==> src/hw/rtl/ric_pkg.sv <==
// ----------------------------------------------------------------------------
// Route insertion check package
// Shared types, register indexes, codes and reset values.
// ----------------------------------------------------------------------------
`timescale 1ns / 1ps
`default_nettype none

package ric_pkg;

  localparam int RIC_MAX_REQUESTS = 256;
  localparam int RIC_QUEUE_DEPTH  = 2;
  localparam int RIC_CFG_IDX_W    = 8;
  localparam int RIC_CFG_DATA_W   = 32;

  localparam logic [RIC_CFG_IDX_W-1:0] REG_CAPACITY     = RIC_CFG_IDX_W'(0);
  localparam logic [RIC_CFG_IDX_W-1:0] REG_MAX_RIDE     = RIC_CFG_IDX_W'(1);
  localparam logic [RIC_CFG_IDX_W-1:0] REG_MAX_DURATION = RIC_CFG_IDX_W'(2);
  localparam logic [RIC_CFG_IDX_W-1:0] REG_BASE_COST    = RIC_CFG_IDX_W'(3);

  localparam logic [7:0]  CAPACITY_RESET     = 8'hFF;
  localparam logic [23:0] MAX_RIDE_RESET     = 24'hFF_FFFF;
  localparam logic [23:0] MAX_DURATION_RESET = 24'hFF_FFFF;
  localparam logic [30:0] BASE_COST_RESET    = 31'd0;

  localparam logic [1:0] KIND_OTHER    = 2'd0;
  localparam logic [1:0] KIND_PICKUP   = 2'd1;
  localparam logic [1:0] KIND_DELIVERY = 2'd2;
  localparam logic [1:0] KIND_UNUSED   = 2'd3;

  typedef enum logic [2:0] {
    CAUSE_NONE     = 3'd0,
    CAUSE_LATE     = 3'd1,
    CAUSE_OVERLOAD = 3'd2,
    CAUSE_RIDE     = 3'd3,
    CAUSE_DURATION = 3'd4
  } ric_cause_e;

  typedef struct packed {
    logic              route_start;
    logic [1:0]        node_kind;
    logic [7:0]        request_index;
    logic [15:0]       arc_time;
    logic [15:0]       arc_cost;
    logic [23:0]       window_open;
    logic [23:0]       window_close;
    logic signed [7:0] demand;
    logic [15:0]       service_time;
    logic              last;
  } ric_in_t;

  typedef struct packed {
    logic               feasible;
    logic signed [31:0] cost_delta;
    logic [2:0]         fail_cause;
  } ric_out_t;

  typedef struct packed {
    logic [RIC_CFG_IDX_W-1:0]  index;
    logic [RIC_CFG_DATA_W-1:0] value;
  } ric_cfg_t;

  typedef struct packed {
    logic [7:0]  capacity;
    logic [23:0] max_ride;
    logic [23:0] max_duration;
    logic [30:0] base_cost;
  } ric_limits_t;

  typedef struct packed {
    logic               start;
    logic               last;
    logic               pickup;
    logic               delivery;
    logic               req_ok;
    logic [7:0]         req;
    logic [15:0]        arc_time;
    logic [15:0]        arc_cost;
    logic [23:0]        window_open;
    logic [23:0]        window_close;
    logic signed [11:0] demand;
    logic [15:0]        service_time;
  } ric_item_t;

  typedef struct packed {
    logic [23:0] arrival;
    logic [15:0] service;
  } ric_pick_t;

endpackage

`default_nettype wire

==> src/hw/rtl/ric_queue.sv <==
// ----------------------------------------------------------------------------
// Route insertion check queue
// Short FIFO that decouples the front end from the execution back end.
// ----------------------------------------------------------------------------
`timescale 1ns / 1ps
`default_nettype none

module ric_queue (
  input  logic               clk_i,
  input  logic               rst_ni,
  input  logic               push_i,
  input  ric_pkg::ric_item_t item_i,
  output logic               full_o,
  input  logic               pop_i,
  output logic               valid_o,
  output ric_pkg::ric_item_t item_o
);

  localparam int Depth = ric_pkg::RIC_QUEUE_DEPTH;
  localparam int PtrW  = (Depth > 1) ? $clog2(Depth) : 1;
  localparam int CntW  = $clog2(Depth + 1);

  ric_pkg::ric_item_t entry_q [Depth];
  logic [PtrW-1:0] wr_ptr_q, wr_ptr_d, rd_ptr_q, rd_ptr_d;
  logic [CntW-1:0] count_q, count_d;
  logic            do_push, do_pop;

  assign full_o  = (count_q == CntW'(Depth));
  assign valid_o = (count_q != '0);
  assign item_o  = entry_q[rd_ptr_q];
  assign do_push = push_i && !full_o;
  assign do_pop  = pop_i && valid_o;

  always_comb begin
    wr_ptr_d = wr_ptr_q;
    rd_ptr_d = rd_ptr_q;
    count_d  = count_q;
    if (do_push) begin
      wr_ptr_d = (wr_ptr_q == PtrW'(Depth - 1)) ? '0 : wr_ptr_q + PtrW'(1);
    end
    if (do_pop) begin
      rd_ptr_d = (rd_ptr_q == PtrW'(Depth - 1)) ? '0 : rd_ptr_q + PtrW'(1);
    end
    if (do_push && !do_pop) begin
      count_d = count_q + CntW'(1);
    end else if (do_pop && !do_push) begin
      count_d = count_q - CntW'(1);
    end
  end

  always_ff @(posedge clk_i or negedge rst_ni) begin
    if (!rst_ni) begin
      wr_ptr_q <= '0;
      rd_ptr_q <= '0;
      count_q  <= '0;
    end else begin
      wr_ptr_q <= wr_ptr_d;
      rd_ptr_q <= rd_ptr_d;
      count_q  <= count_d;
    end
  end

  always_ff @(posedge clk_i) begin
    if (do_push) begin
      entry_q[wr_ptr_q] <= item_i;
    end
  end

endmodule

`default_nettype wire

==> config.mk <==
export PLATFORM = sky130hd
export DESIGN_NAME = ric_queue
export DESIGN_NICKNAME = d
export VERILOG_FILES = /design/src/hw/rtl/ric_pkg.sv /design/src/hw/rtl/ric_queue.sv
export SDC_FILE = /design/constraint.sdc
export NUM_CORES = 1
export LEC_CHECK = 0
export ABC_CLOCK_PERIOD_IN_PS = 7400
export BUFFER_PORTS_ARGS = -buffer_cell sky130_fd_sc_hd__clkbuf_2
export CAP_MARGIN = 30
export CORE_UTILIZATION = 40
export DETAILED_ROUTE_END_ITERATION = 8
export GPL_ROUTABILITY_DRIVEN = 0
export HOLD_SLACK_MARGIN = 0.1
export PLACE_DENSITY = 0.75
export SLEW_MARGIN = 20
export SYNTH_ARGS = -nofsm -noshare
export SYNTH_HDL_FRONTEND = slang
export SYNTH_SLANG_ARGS = --single-unit
==> constraint.sdc <==
create_clock -name clk_i -period 7.4 [get_ports clk_i]
set_clock_uncertainty 0.15 [all_clocks]
set_input_delay 1.11 -clock clk_i [delete_from_list [all_inputs] [get_ports clk_i]]
set_output_delay 1.11 -clock clk_i [all_outputs]
set_load 0.01 [all_outputs]
== Word-level counts from Yosys, hierarchy flattened ==
Memories as Yosys holds them, arrays and structs flattened.
Index checks and enable logic that the tools add are counted.
Storage, ports and cells
  register bits after elaboration: 4
  bits of input ports: 125
  memories kept: 1
  bits in writable memories: 242
Memories
  entry_q: words 2, width 121, read ports 1, clocked after Yosys merged registers in 0, wr ports 1, line ric_queue.sv:23  | ric_pkg::ric_item_t entry_q [Depth];
Operators by class
  reductions and logical operators: 9
  muxes and demuxes: 6
  add/subtract/negate cells: 4
  eq/ne operators: 1
Operator list (count)
  $logic_and 1x1->1: 4
  $mux 1: 4
  $mux 2: 2
  $reduce_bool 2->1: 2
  $logic_not 1->1: 3
  $add 1x1->1 const B: 2
  $add 2x1->2 const B: 1
  $eq 2x2->1 const B: 1
  $sub 2x1->2 const B: 1

== Longest topological paths before layout ==
  depth after elaboration: 7
  depth in mapped cells: 7
  depth with buffers taken out: 7

== Worst setup path after synthesis ==
No wires, ideal clock.
  path type: input port to flip-flop
  start point: input port push_i
  end point: memory entry_q[0][0] (netlist bit), enable pin
  buffers on the path: 0
  slack: 419 ps
  data arrival time: 6228 ps
  data required time: 6648 ps
  setup time: 602 ps
  cell stages on the path: 2
  cell sequence: nand2_1 -> nor2_1
On the way
  cells in the longest elaborated chain, start to end: 3
RTL lines
  from (decl): line ric_queue.sv:11  | input logic push_i,
  $logic_and 1x1->1: line ric_queue.sv:31  | assign do_push = push_i && !full_o;
  $mux 1: line ric_queue.sv:64  | if (do_push) begin
  $mux 1 (not written as such): line ric_queue.sv:65  | entry_q[wr_ptr_q] <= item_i;
  to (decl): line ric_queue.sv:23
Every way passes these cells.

==> run metrics <==
CTS tree=done; FF-to-FF Start=count_q[0]; Placed Instances=about 920; initial antenna violation count=1; flop2flop setup slack=around 4.7 ns; post-synth cell types=16; Synth Register Bits=246; setup TNS=0 ns; required time of the critical path=6.14 ns; Max VDD drop=0.0002320 V; maximum number of pins on one net before global-route repair=64; Placeable Area=22,710 µm²; Post-Route Utilization=51.11%; Reg clk slew, reported paths=about 0.06 ns; Longest Clk Path Bufs=3; Setup WS post-layout=3.376 ns; Vias=4,519; reg2reg path depth=3; multi-input logic area=1765 µm²; drt drc=0; post-DP HPWL=10,830 µm; I/O pin count=roughly 250; worst min-delay path category=in -> async; pre-CTS setup slack=3.861 ns; fill count=1,851; Yosys warnings=0; DRT antenna net count=0; Vias/cell=4.683; Cells after Synth=a little under 400; row count=55; Mean Syn Cell Area=around 23 µm²; critical path's slowest cell=dfrtp_4; Post-CTS Hold Buffers=0; met1 GRT Util=14.66%; Setup CP Type=reg -> out; Num CTS Buffers=26; die height=154.2 µm; CTS Sinks=246; pins over their slew limit=0; Startpoint Class=register; cells along the critical path=buf_4, mux2_2, clkbuf_2; die width=154.2 µm; Clk Latency, worst-skew pair=just over 0.5 ns; slowest stage delay, CP=1.05 ns; RSZ-0062 raised after global routing=false; total gr overflow=0; Worst-Margin Slew=0.9670 ns; Critical Path End Type=output port; Seq. cell area=7371 µm²; sequential area share after synthesis=roughly four fifths; Total GRT Usage=13.59%; Syn-to-layout area delta=25.28%; htree depth=1; routed len/inst=17.19 µm; Post-CTS Setup Inserts=0; count of final hold-check violations=0; final net count=between 700 and 800; vias in the first global route=4,882; Total Routed Length=16,590 µm; Pwr Total=4676 µW; CTS root buf=clkbuf_16; Post-Synthesis Cell Area=9264 µm²; status=finished clean; Leak=0.004630 µW; Arrival @ worst endpoint=around 2.8 ns; Period minus WS final=~4.0 ns; Fmax=248.5 MHz; CP max FO=60; Setup Viol. Count Final=0; Mapped Nets=522; Iteration-0 DRC Markers=168; cts repair resizes=0; r2r endpoint=entry_q[1][51]; met2 Use GR=24.39%; Starting Density=40.79%; MaxCap Viol Count=0; Rel. slew slack=roughly 36%; total die area=23,770 µm²; fin crit share=54.38%; Final Non-Filler Cells=965; layout cells sized above 1=between 60% and 70%; GR Util met3=4.931%; cell area power density=402.9 nW/µm²; PortBufs=247; router iterations before antenna repair=4; first-pass GRT wire length=approximately 25,000 µm; layer with the highest usage=met2
## flip-flops by register name (all words and copies together) (netlist names)
signal    count
count_q       2
wr_ptr_q      1
rd_ptr_q      1
entry_q     242
## cell usage after synthesis
library cell	instances	area, µm²
dfrtp_1	4	100.1
mux2_4	80	1201
nor2_1	2	7.510
inv_1	2	7.510
or2_2	1	6.260
mux2_2	41	461.7
nand2b_1	1	6.260
and3_1	1	6.260
buf_8	1	15.01
xor2_1	2	17.52
edfxtp_1	242	7267
ha_1	1	12.51
xnor2_1	3	26.28
buf_6	9	101.4
nand2_1	2	7.510
buf_2	4	20.02
## logic make-up (layout without fill, tap and decap cells)
| group | after synthesis | count (layout) | share of synthesized area [%] |
|---|---|---|---|
| buf+inv | 16 | 299 | 1.553 |
| other cells | 0 | 1 | 0 |
| flops | 246 | 246 | 79.52 |
| fa+ha+maj | 1 | 1 | 0.1350 |
| simple gates | 7 | 7 | 0.3649 |
| mux | 121 | 121 | 17.95 |
| xor+xnor | 5 | 5 | 0.4728 |
## layout make-up
class / instances / share of cell area, %
Sequential cell: 246 / 63.51
Timing Repair Buffer: 252 / 10.97
Inverter: 2 / 0.06468
Tap cell: 285 / 3.072
Clock inverter: 12 / 1.132
Clock buffer: 33 / 6.016
Antenna cell: 1 / 0.02156
Multi-Input combinational cell: 134 / 15.21
## cells in the final DEF (no fill, tap or decap), types with 2 or more instances in the layout
cell type	n
mux2_2	41
dfrtp_1	3
xor2_1	2
clkinv_2	6
clkbuf_2	247
bufinv_16	3
clkinv_1	3
clkbuf_1	6
clkbuf_16	27
inv_1	2
edfxtp_1	242
xnor2_1	3
nand2_1	2
buf_4	5
mux2_4	80
## where the power goes
group	internal, µW	leakage [µW]	switching (µW)	total, µW
Sequential	1910	0.00229	148	2060
Clock	765	0.000410	489	1250
Combinational	686	0.00193	678	1360
Total	3360	0.00463	1320	4680
## per-layer routing
metal  routed length [µm]  part of all wire (%)
met4                  523                   3.2
met3                 1440                   8.7
met1                 6353                    38
met2                 8268                    50
met5                    0                     0
## metrics by stage
| step | hold WS, ns | instance area (µm²) |
|---|---|---|
| floorplan | 0.3059 | 9264 |
| global placement | 0.3290 | 10770 |
| detailed placement | 0.3287 | 10770 |
| CTS | 0.2273 | 11600 |
| global route | 0.2362 | 11610 |
| finish | 0.2554 | 11610 |
## worst max-delay path by stage
stage / startpoint / end / cells past startpoint
3_3_place_gp: rd_ptr_q / item_o[98] / 3
6_report: rd_ptr_q / item_o[104] / 3
3_5_place_dp: rd_ptr_q / item_o[104] / 3
5_1_grt: rd_ptr_q / item_o[104] / 3
4_1_cts: rd_ptr_q / item_o[104] / 3
2_1_floorplan: push_i / entry_q[0][0] / 2
## worst max-delay path, delay by kind of cell, from the launching register on
kind                   cells  cell delay [ns]
buffers and inverters      2             0.77
muxes                      1             0.41
DFF                        1             1.05
Power figures use the tool's default switching activity.
